File: config.mk
export PLATFORM = sky130hd
export DESIGN_NAME = ple_control
export DESIGN_NICKNAME = d
export VERILOG_FILES = /design/src/rtl/core/ple_pkg.sv /design/src/rtl/core/ple_control.sv
export VERILOG_INCLUDE_DIRS = /design/src /design/src/rtl/core
export SDC_FILE = /design/constraint.sdc
export NUM_CORES = 1
export LEC_CHECK = 0
export ABC_AREA = 0
export BUFFER_PORTS_ARGS = -buffer_cell sky130_fd_sc_hd__buf_2
export CAP_MARGIN = 20
export CORE_MARGIN = 2
export CORE_UTILIZATION = 49
export CTS_CLUSTER_DIAMETER = 150
export DETAILED_ROUTE_END_ITERATION = 7
export GPL_TIMING_DRIVEN = 0
export PLACE_DENSITY = 0.87
export REMOVE_ABC_BUFFERS = 1
export SLEW_MARGIN = 25
export SYNTH_ARGS = -nofsm -noshare
export SYNTH_HDL_FRONTEND = slang
export SYNTH_SLANG_ARGS = --single-unit
File: constraint.sdc
create_clock -name clock -period 1.6 [get_ports clock]
set_input_delay 0.08 -clock clock [delete_from_list [all_inputs] [get_ports clock]]
set_output_delay 0.08 -clock clock [all_outputs]
set_load 0.1 [all_outputs]
File: src/rtl/core/positional_list_engine_macros.svh
// positional_list_engine_macros.svh: assertion macros for the list engine.
// Depends on nothing; included by files that assert.
`ifndef POSITIONAL_LIST_ENGINE_MACROS_SVH
`define POSITIONAL_LIST_ENGINE_MACROS_SVH
// Assert that a property holds on every clock edge out of reset.
`define PLE_ASSERT(label, clk, rst, prop, msg) \
   label: assert property (@(posedge clk) disable iff (rst) prop) else $error(msg);
// Assert a property, checked during reset as well.
`define PLE_ASSERT_ALWAYS(label, clk, prop, msg) \
   label: assert property (@(posedge clk) prop) else $error(msg);
`endif

File: src/rtl/core/ple_pkg.sv
// ple_pkg: types, codes and sizes for the positional list engine.
// Depends on nothing.
package ple_pkg;
   localparam int DepthDefault = 256;
   localparam int ElemWidthDefault = 32;
   localparam int PosWidth = 9;
   localparam int ValWidth = 32;

   localparam logic [2:0] MODE_INSERT = 3'd0;
   localparam logic [2:0] MODE_DELETE = 3'd1;
   localparam logic [2:0] MODE_GET    = 3'd2;
   localparam logic [2:0] MODE_SEARCH = 3'd3;
   localparam logic [2:0] MODE_SORT   = 3'd4;
   localparam logic [2:0] MODE_DEDUP  = 3'd5;

   localparam logic [1:0] ST_OK       = 2'd0;
   localparam logic [1:0] ST_EMPTY    = 2'd1;
   localparam logic [1:0] ST_WRONGPOS = 2'd2;
   localparam logic [1:0] ST_FULL     = 2'd3;

   typedef struct packed {
      logic [2:0]          mode;
      logic [PosWidth-1:0] position;
      logic [ValWidth-1:0] value_in;
   } req_type;

   typedef struct packed {
      logic [1:0]          status;
      logic [ValWidth-1:0] value_out;
      logic [PosWidth-1:0] found_position;
      logic [PosWidth-1:0] count;
   } rsp_type;

   // Datapath operations ordered by the controller.
   typedef enum logic [3:0] {
      OP_NONE,      // hold
      OP_LATCH,     // capture request, load scan index
      OP_RD_A,      // read store at index a
      OP_RD_B,      // read store at index b
      OP_CAP_A,     // capture read data into reg a
      OP_CAP_B,     // capture read data into reg b
      OP_WR_A_AT_B, // write reg a at index b
      OP_WR_B_AT_A, // write reg b at index a
      OP_WR_VAL,    // write request value at index a
      OP_CP_B_TO_A, // copy reg b into reg a
      OP_CP_A_TO_B  // copy reg a into reg b
   } op_type;

   // Controller to datapath.
   typedef struct packed {
      op_type     op;
      logic [2:0] idx_sel;  // index update code
      logic       len_inc;
      logic       len_dec;
      logic       len_keep; // length = a + 1 (dedup)
      logic       cap_out;  // capture read data into value_out
      logic       found_set;// found = a + 1
   } dp_cmd_type;

   localparam logic [2:0] IX_HOLD     = 3'd0;
   localparam logic [2:0] IX_A_DEC    = 3'd1;
   localparam logic [2:0] IX_A_INC    = 3'd2;
   localparam logic [2:0] IX_B_INC    = 3'd3;
   localparam logic [2:0] IX_B_FROM_A = 3'd4; // b = a + 1, min = a
   localparam logic [2:0] IX_MIN_B    = 3'd5; // min = b, b advances
   localparam logic [2:0] IX_B_FROM_M = 3'd6; // b = min

   // Datapath to controller.
   typedef struct packed {
      logic [2:0] mode;
      logic       empty;
      logic       full;
      logic       pos_bad_ins;
      logic       pos_bad_rd;
      logic       a_zero;    // index a is 0
      logic       a_at_pos;  // index a == position-1
      logic       a_last;    // a + 1 >= length
      logic       b_end;     // b >= length
      logic       eq_ab;     // reg a == reg b
      logic       eq_val;    // reg a == request value
      logic       b_lt_a;    // reg b < reg a
      logic       len_small; // length < 2
   } dp_stat_type;
endpackage

File: src/rtl/core/ple_control.sv
// ple_control: sequencer for the list operations.
// Depends on ple_pkg and the macros header.
`include "positional_list_engine_macros.svh"
module ple_control (
   input  logic                 clock,
   input  logic                 reset,
   input  logic                 start,
   output logic                 busy,
   output logic                 done,
   output logic [1:0]           status,
   input  ple_pkg::dp_stat_type stat,
   output ple_pkg::dp_cmd_type  cmd
);
   typedef enum logic [5:0] {
      S_IDLE, S_DISPATCH,
      S_INS_TEST, S_INS_RD, S_INS_W1, S_INS_CAP, S_INS_WR, S_INS_PUT,
      S_GET_RD, S_GET_W, S_GET_CAP, S_DEL_TEST, S_DEL_RD, S_DEL_W,
      S_DEL_CAP, S_DEL_WR,
      S_SR_TEST, S_SR_RD, S_SR_W, S_SR_CAP, S_SR_CMP,
      S_SO_OUTER, S_SO_RDA, S_SO_WA, S_SO_CAPA, S_SO_INNER, S_SO_RDB, S_SO_WB,
      S_SO_CAPB, S_SO_CMP, S_SO_KEEP,
      S_SO_RDO, S_SO_WO, S_SO_CAPO, S_SO_WRO, S_SO_SWAP,
      S_DONE
   } state_type;
   // Dedup reuses the sort fetch states with a separate flag.

   state_type  state_ff;
   logic [1:0] status_ff;
   logic       dedup_ff;
   logic       done_ff;

   // Sequence one item; commands are decoded from state and status.
   always_ff @(posedge clock) begin
      if (reset) begin
         state_ff <= S_IDLE; status_ff <= ple_pkg::ST_OK;
         dedup_ff <= 1'b0; done_ff <= 1'b0;
      end else begin
         done_ff <= 1'b0;
         case (state_ff)
            S_IDLE: if (start) begin
               state_ff <= S_DISPATCH; status_ff <= ple_pkg::ST_OK;
            end
            S_DISPATCH: begin
               dedup_ff <= 1'b0;
               case (stat.mode)
                  ple_pkg::MODE_INSERT:
                     if (stat.full) begin
                        status_ff <= ple_pkg::ST_FULL; state_ff <= S_DONE;
                     end else if (stat.pos_bad_ins) begin
                        status_ff <= ple_pkg::ST_WRONGPOS; state_ff <= S_DONE;
                     end else state_ff <= S_INS_TEST;
                  ple_pkg::MODE_DELETE, ple_pkg::MODE_GET:
                     if (stat.empty) begin
                        status_ff <= ple_pkg::ST_EMPTY; state_ff <= S_DONE;
                     end else if (stat.pos_bad_rd) begin
                        status_ff <= ple_pkg::ST_WRONGPOS; state_ff <= S_DONE;
                     end else state_ff <= S_GET_RD;
                  ple_pkg::MODE_SEARCH: state_ff <= S_SR_TEST;
                  ple_pkg::MODE_SORT: state_ff <= stat.len_small ? S_DONE : S_SO_OUTER;
                  ple_pkg::MODE_DEDUP: begin
                     dedup_ff <= 1'b1;
                     state_ff <= stat.len_small ? S_DONE : S_SO_RDA;
                  end
                  default: state_ff <= S_DONE;
               endcase
            end
            // Insert: shift from the top down to position, then put value.
            S_INS_TEST: state_ff <= stat.a_at_pos ? S_INS_PUT : S_INS_RD;
            S_INS_RD:   state_ff <= S_INS_W1;
            S_INS_W1:   state_ff <= S_INS_CAP;
            S_INS_CAP:  state_ff <= S_INS_WR;
            S_INS_WR:   state_ff <= S_INS_TEST;
            S_INS_PUT:  state_ff <= S_DONE;
            // Get/delete: read entry, then shift the tail down for delete.
            S_GET_RD:   state_ff <= S_GET_W;
            S_GET_W:    state_ff <= S_GET_CAP;
            S_GET_CAP:  state_ff <= (stat.mode == ple_pkg::MODE_DELETE) ? S_DEL_TEST : S_DONE;
            S_DEL_TEST: state_ff <= stat.a_last ? S_DONE : S_DEL_RD;
            S_DEL_RD:   state_ff <= S_DEL_W;
            S_DEL_W:    state_ff <= S_DEL_CAP;
            S_DEL_CAP:  state_ff <= S_DEL_WR;
            S_DEL_WR:   state_ff <= S_DEL_TEST;
            // Search: walk down from the top.
            S_SR_TEST:  state_ff <= stat.a_zero ? S_DONE : S_SR_RD;
            S_SR_RD:    state_ff <= S_SR_W;
            S_SR_W:     state_ff <= S_SR_CAP;
            S_SR_CAP:   state_ff <= S_SR_CMP;
            S_SR_CMP:   state_ff <= stat.eq_val ? S_DONE : S_SR_TEST;
            // Sort outer loop; dedup enters at the fetch of the kept entry.
            S_SO_OUTER: state_ff <= stat.a_last ? S_DONE : S_SO_RDA;
            S_SO_RDA:   state_ff <= S_SO_WA;
            S_SO_WA:    state_ff <= S_SO_CAPA;
            S_SO_CAPA:  state_ff <= S_SO_INNER;
            S_SO_INNER: state_ff <= stat.b_end ? (dedup_ff ? S_DONE : S_SO_RDO)
                                               : S_SO_RDB;
            S_SO_RDB:   state_ff <= S_SO_WB;
            S_SO_WB:    state_ff <= S_SO_CAPB;
            S_SO_CAPB:  state_ff <= S_SO_CMP;
            S_SO_CMP:   state_ff <= (dedup_ff && !stat.eq_ab) ? S_SO_KEEP : S_SO_INNER;
            S_SO_KEEP:  state_ff <= S_SO_INNER;
            // Swap: refetch the entry at a, then write both ends.
            S_SO_RDO:   state_ff <= S_SO_WO;
            S_SO_WO:    state_ff <= S_SO_CAPO;
            S_SO_CAPO:  state_ff <= S_SO_WRO;
            S_SO_WRO:   state_ff <= S_SO_SWAP;
            S_SO_SWAP:  state_ff <= S_SO_OUTER;
            S_DONE: begin
               state_ff <= S_IDLE; done_ff <= 1'b1;
            end
            default: state_ff <= S_IDLE;
         endcase
      end
   end

   // Decode datapath commands.
   always_comb begin
      cmd = '{op: ple_pkg::OP_NONE, idx_sel: ple_pkg::IX_HOLD, len_inc: 1'b0,
              len_dec: 1'b0, len_keep: 1'b0, cap_out: 1'b0, found_set: 1'b0};
      case (state_ff)
         S_IDLE: if (start) cmd.op = ple_pkg::OP_LATCH;
         S_DISPATCH:
            if (stat.mode == ple_pkg::MODE_DEDUP) cmd.idx_sel = ple_pkg::IX_B_FROM_A;
         S_INS_RD:  begin cmd.op = ple_pkg::OP_RD_B; cmd.idx_sel = ple_pkg::IX_A_DEC; end
         S_INS_CAP: begin cmd.op = ple_pkg::OP_CAP_A; cmd.idx_sel = ple_pkg::IX_B_FROM_A; end
         S_INS_WR:  cmd.op = ple_pkg::OP_WR_A_AT_B;
         S_INS_PUT: begin cmd.op = ple_pkg::OP_WR_VAL; cmd.len_inc = 1'b1; end
         S_GET_RD:  cmd.op = ple_pkg::OP_RD_A;
         S_GET_CAP: begin cmd.op = ple_pkg::OP_CAP_A; cmd.cap_out = 1'b1; end
         S_GET_W:   ;
         S_DEL_TEST: begin
            if (!stat.a_last) cmd.idx_sel = ple_pkg::IX_B_FROM_A;
            else cmd.len_dec = 1'b1;
         end
         S_DEL_RD:  cmd.op = ple_pkg::OP_RD_B;
         S_DEL_W:   cmd.op = ple_pkg::OP_RD_B;
         S_DEL_CAP: cmd.op = ple_pkg::OP_CAP_B;
         S_DEL_WR:  begin cmd.op = ple_pkg::OP_WR_B_AT_A; cmd.idx_sel = ple_pkg::IX_A_INC; end
         S_SR_TEST: if (!stat.a_zero) cmd.idx_sel = ple_pkg::IX_A_DEC;
         S_SR_RD:   cmd.op = ple_pkg::OP_RD_A;
         S_SR_CAP:  cmd.op = ple_pkg::OP_CAP_A;
         S_SR_CMP:  cmd.found_set = stat.eq_val;
         S_SO_OUTER: if (!stat.a_last) cmd.idx_sel = ple_pkg::IX_B_FROM_A;
         S_SO_RDA:  cmd.op = ple_pkg::OP_RD_A;
         S_SO_CAPA: cmd.op = ple_pkg::OP_CAP_A;
         S_SO_INNER: begin
            // End of scan: dedup sets the length, sort parks the minimum in reg b.
            if (stat.b_end) begin
               if (dedup_ff) begin
                  cmd.len_keep = 1'b1;
               end else begin
                  cmd.op = ple_pkg::OP_CP_A_TO_B;
                  cmd.idx_sel = ple_pkg::IX_B_FROM_M;
               end
            end
         end
         S_SO_RDB:  cmd.op = ple_pkg::OP_RD_B;
         S_SO_WB:   cmd.op = ple_pkg::OP_RD_B;
         S_SO_CAPB: cmd.op = ple_pkg::OP_CAP_B;
         S_SO_CMP: begin
            if (dedup_ff) begin
               // Keep a new distinct entry: a advances, it becomes the reference.
               if (!stat.eq_ab) begin
                  cmd.op = ple_pkg::OP_CP_B_TO_A;
                  cmd.idx_sel = ple_pkg::IX_A_INC;
               end else begin
                  cmd.idx_sel = ple_pkg::IX_B_INC;
               end
            end else if (stat.b_lt_a) begin
               cmd.op = ple_pkg::OP_CP_B_TO_A;
               cmd.idx_sel = ple_pkg::IX_MIN_B;
            end else begin
               cmd.idx_sel = ple_pkg::IX_B_INC;
            end
         end
         S_SO_KEEP: begin cmd.op = ple_pkg::OP_WR_B_AT_A; cmd.idx_sel = ple_pkg::IX_B_INC; end
         S_SO_RDO:  cmd.op = ple_pkg::OP_RD_A;
         S_SO_WO:   cmd.op = ple_pkg::OP_RD_A;
         S_SO_CAPO: cmd.op = ple_pkg::OP_CAP_A;
         S_SO_WRO:  cmd.op = ple_pkg::OP_WR_A_AT_B;
         S_SO_SWAP: begin cmd.op = ple_pkg::OP_WR_B_AT_A; cmd.idx_sel = ple_pkg::IX_A_INC; end
         S_DONE: ;
         default: ;
      endcase
   end

   assign busy   = (state_ff != S_IDLE);
   assign done   = done_ff;
   assign status = status_ff;

   `PLE_ASSERT(a_done_idle, clock, reset, done |-> !busy, "result while busy")
   `PLE_ASSERT(a_start_leaves_idle, clock, reset, (start && !busy) |=> busy,
               "accepted item did not start")
   `PLE_ASSERT_ALWAYS(a_reset_idle, clock, $past(reset) |-> !busy && !done,
                      "not idle after reset")
endmodule
# [Yosys cells after proc, flatten, opt, wreduce, memory -nomap -nowiden]
# Index checks and enable logic that the tools add are counted.
[word_totals] register_bits=10 input_bits=18 out_inout_bits=16
[op_classes] eq_ne=45 mux=48 n_reduce_logical=17
[ops] op="$pmux W6 S35" count=1
[ops] op="$eq A6 B5 Y1 const B" count=16
[ops] op="$mux W6" count=14
[ops] op="$eq A6 B4 Y1 const B" count=8
[ops] op="$pmux W4 S10" count=1
[ops] op="$eq A6 B6 Y1 const B" count=5
[ops] op="$pmux W6 S5" count=1
[ops] op="$pmux W3 S9" count=1
[ops] op="$eq A6 B3 Y1 const B" count=4
[ops] op="$mux W7" count=3
[ops] op="$mux W3" count=5
[ops] op="$reduce_or A5 Y1" count=3
[ops] op="$mux W1" count=13
[ops] op="$eq A6 B2 Y1 const B" count=2
[ops] op="$reduce_or A2 Y1" count=6
[ops] op="$mux W2" count=5
[ops] op="$mux W4" count=2
[ops] op="$ne A4 B4 Y1 const B" count=2
[ops] op="$pmux W2 S2" count=2
[ops] op="$eq A3 B2 Y1 const B" count=2
[ops] op="$eq A3 B3 Y1 const B" count=2
[ops] op="$eq A6 B1 Y1 const B" count=1
[ops] op="$logic_not A6 Y1" count=1
[ops] op="$reduce_bool A6 Y1" count=1
[ops] op="other kinds (9)" count=9

# [Depth between registers and ports, before layout]
[logic_depth] ltp_word=4 mapped_depth=7

# [Worst setup path after synthesis]
# No wires, ideal clock.
[synth_path] kind="register to output" start="register state_ff[2]" end="output port cmd[0] (netlist name)" t_arrival_ps=3028 required_time_ps=1520 slack_ps=-1508 path_stages_with_launch=6 n_path_buf=2 path_cell_list="dfxtp_1 -> buf_2 -> buf_2 -> nor2b_1 -> nand2_1 -> nor3_1"
[synth_rtl] element="from (decl)" line="ple_control.sv:27" text="state_type state_ff;"
[synth_rtl] element="from (signal assigned)" line="ple_control.sv:59" text="ple_pkg::MODE_SORT: state_ff <= stat.len_small ? S_DONE : S_SO_OUTER;"
[synth_rtl] element="from (signal assigned)" line="ple_control.sv:62" text="state_ff <= stat.len_small ? S_DONE : S_SO_RDA;"
[synth_rtl] element="from (signal assigned)" line="ple_control.sv:68" text="S_INS_TEST: state_ff <= stat.a_at_pos ? S_INS_PUT : S_INS_RD;"
[synth_rtl] element="to (decl)" line="ple_control.sv:12" text="output ple_pkg::dp_cmd_type cmd"

==> results.yml <==
route:
  drc: 121
  ant_nets: 0
  drt_iter0_markers: 522
  post_drt_via_cell_ratio: 8.32
  wl_per_cell_um: 31.5
  first_pass_iters: 8
  wl_um: 10700
  vias: 2822
place:
  portBuffers: 33
  dpl.cell_count: 279
  place_congestion: 0.971
  dp_hpwl_um: 3350
worst_setup_path:
  slowest_delay_ns: 0.40
  critPathKind: "flop to primary output"
  cp_max_fo: 7
  cp-end-kind: "primary output"
  slowest_stage: "dfxtp_4"
  arrival_ns: 1.98
  crit_path_start_kind: "flop"
  crit_chain: "buf_6 -> buf_4 -> nand2b_1 -> a211oi_1 -> o21ai_0 -> nand4_1 -> buf_12"
  critPathRequiredTime_ns: 1.52
floorplan:
  rows: 20
  die_h_um: 59.6
  io_pins: 34
  initial_core_util_pct: 50.5
  coreArea_um2: 3000
  die_area_um2: 3550
  die_w_um: 59.6
cts:
  tritoncts: "yes"
  numCtsBuffers: 3
  root_buffer: "clkbuf_4"
  cts_max_level: 1
  cts.path.max_buffers: 2
  clk_latency_ns: 0.27
  clkSinkCount: 10
  path_clk_slew_ns: 0.07
timing:
  slew_violations: 0
  fin_skew_ns: 0.0107
  rsz0062_at_grt: "true"
  setup_violations: 23
  worst_slack_ns: -0.459
  clock.fmax_mhz: 486
  maxSlewHeadroom_pct: 54.1
  final-hold-violation-count: 0
  holdWs_ns: 0.140
  post-route-period-util_pct: 129
  tightest_slew_ns: 0.682
  fin_crit_ns: 2.06
finish:
  drive_above_1_share_pct: 56.9
  seq_area_um2: 224
  final_nets: 326
  multi_input_area_um2: 1620
  fin_util_pct: 93.7
  insertedDiodeCount: 0
  syn2layout_area_growth_pct: 85.6
  layout.cells.non_filler: 339
  fill_cells: 100
grt:
  antenna_found_initial: 0
  grt_pass1_vias: 2084
  grt_max_degree: 16
  overflow: 0
  grt_usage_pct: 38.2
  grt_pass1_wl_um: 10200
synth:
  synth.most_common_cell: "nor2_1"
  synth_seq_cells: 10
  synth_area_leader_cell: "dfxtp_1"
  async_flop_share_pct: 0
  syn_avg_cell_area_um2: 6.53
  synth_cell_types: 55
  synth_area_um2: 1520
  yosysSeqAreaShare_pct: 13.2
  synth.area.top_cells: "dfxtp_1 (13%), nor2_1 (5.9%), nand2_1 (5.7%)"
  synth_flop_cell: "dfxtp_1"
  syn_inst: 232
  ys.warnings.count: 0
  synth_common_cells: "nor2_1 (24), nand2_1 (23), o21ai_0 (17), a21oi_1 (15), nor3_1 (13)"
  yosysTopAreaCellShare_pct: 13.2
  synth-edff-count: 0
pwr:
  p_leak_uw: 0.00108
  pwr-share-clk_pct: 3.7
  ir_drop_mv: 1.43
  power_density_nw_per_um2: 1690
  pwr-share-seq_pct: 10.5
  comb_power_share_pct: 85.8
  power_switching_uw: 2740
  intPower_uw: 2020
  swShare_pct: 57.5
outcome:
  violations: "design-rule violations, negative setup slack"
  run_status: "complete, but fails checks"
hold_path:
  hp-class: "input pin to flop"
run:
  maxCapViolCount: 0
==> flip-flops by register name (all words and copies together), names as in the netlist <==
register and flops:
state_ff 6, status 2, dedup_ff 1, done 1
==> area by class of cell <==
| type | count | share of cell area [%] |
|---|---|---|
| tap | 33 | 1.47 |
| multi-input combinational | 199 | 57.7 |
| sequential | 10 | 7.96 |
| timing repair buffer | 90 | 31.3 |
| inverter | 4 | 0.756 |
| clock buffer | 3 | 0.801 |
==> kinds of logic (layout without fill, tap and decap cells) <==
group | after synthesis | after routing | synth area share [%]
AND/OR/NAND/NOR | 122 | 122 | 43.1
AO/OA/AOI/OAI | 69 | 69 | 31.4
buffers and inverters | 23 | 97 | 7.35
flip-flops | 10 | 10 | 13.2
XOR/XNOR | 4 | 4 | 2.31
multiplexers | 4 | 4 | 2.64
==> stage by stage <==
| stage | area [um2] | setup TNS, ns | setup WS (ns) | total power, uW |
|---|---|---|---|---|
| floorplan | 1420 | -12.76 | -1.66 | 1990 |
| global placement | 1630 | -13.07 | -0.942 | 2400 |
| detailed placement | 1630 | -13.27 | -0.918 | 2400 |
| CTS | 2230 | -1.88 | -0.225 | 3360 |
| global route | 2810 | -5.51 | -0.504 | 4810 |
| finish | 2810 | -5.03 | -0.459 | 4760 |
==> routing by layer <==
layer  up-vias  track usage, %  share of wire, %
met5         -               0                 0
met4         0            18.7                12
met3       182            10.0                17
met2       435            59.8                39
met1      1195            48.3                32
li1       1010               -                 -
==> placed cells by master, fill, tap and decap left out, types with 4 or more instances in the layout <==
cell type | synthesis | routed
dfxtp_4 | 0 | 6
mux2i_1 | 4 | 4
nor3_4 | 0 | 5
o21ai_0 | 17 | 12
nor2_1 | 24 | 16
nand2b_1 | 11 | 6
nor2_2 | 0 | 4
nand2b_4 | 0 | 4
nand3_1 | 7 | 4
a21oi_1 | 15 | 10
buf_12 | 0 | 14
nor3_1 | 13 | 7
buf_6 | 1 | 15
buf_2 | 11 | 20
a31oi_1 | 9 | 9
nand2_1 | 23 | 13
nor2b_1 | 12 | 4
nand2_2 | 0 | 7
a21oi_2 | 0 | 5
nor2_4 | 0 | 4
nand4_1 | 4 | 4
nor2b_4 | 0 | 6
buf_4 | 1 | 38
nand3b_1 | 4 | 4
==> critical path, delay by kind of cell, from the launching register on <==
| kind | cells | cell delay, ns |
|---|---|---|
| AO/OA/AOI/OAI | 2 | 0.34 |
| buffers and inverters | 3 | 0.54 |
| flip-flops | 1 | 0.40 |
| AND/OR/NAND/NOR | 2 | 0.41 |
==> power groups by stage <==
| stage | clock network [uW] | logic [uW] | registers, uW |
|---|---|---|---|
| 6_report | 176 | 4080 | 499 |
| 2_1_floorplan | 0 | 1410 | 579 |
| 3_5_place_dp | 0 | 1820 | 580 |
| 5_1_grt | 186 | 4140 | 488 |
| 4_1_cts | 166 | 2730 | 470 |
| 3_3_place_gp | 0 | 1820 | 578 |
==> path summary, 6_finish.rpt <==
kind,slack [ns],start,depth (start not counted),to
max reg2reg,-0.41,state_ff[3],6,state_ff[2]
max,-0.46,state_ff[2],7,cmd[7]
min reg2reg,0.47,status[1],2,status[1]
min,0.14,reset,2,status[1]
==> repair_timing <==
item	CTS	global route
pin swaps	8	30
setup buffers	32	27
gates resized for setup	94	94
hold buffers	0	0
endpoints found under the setup margin	23	21
Power figures use the tool's default switching activity.
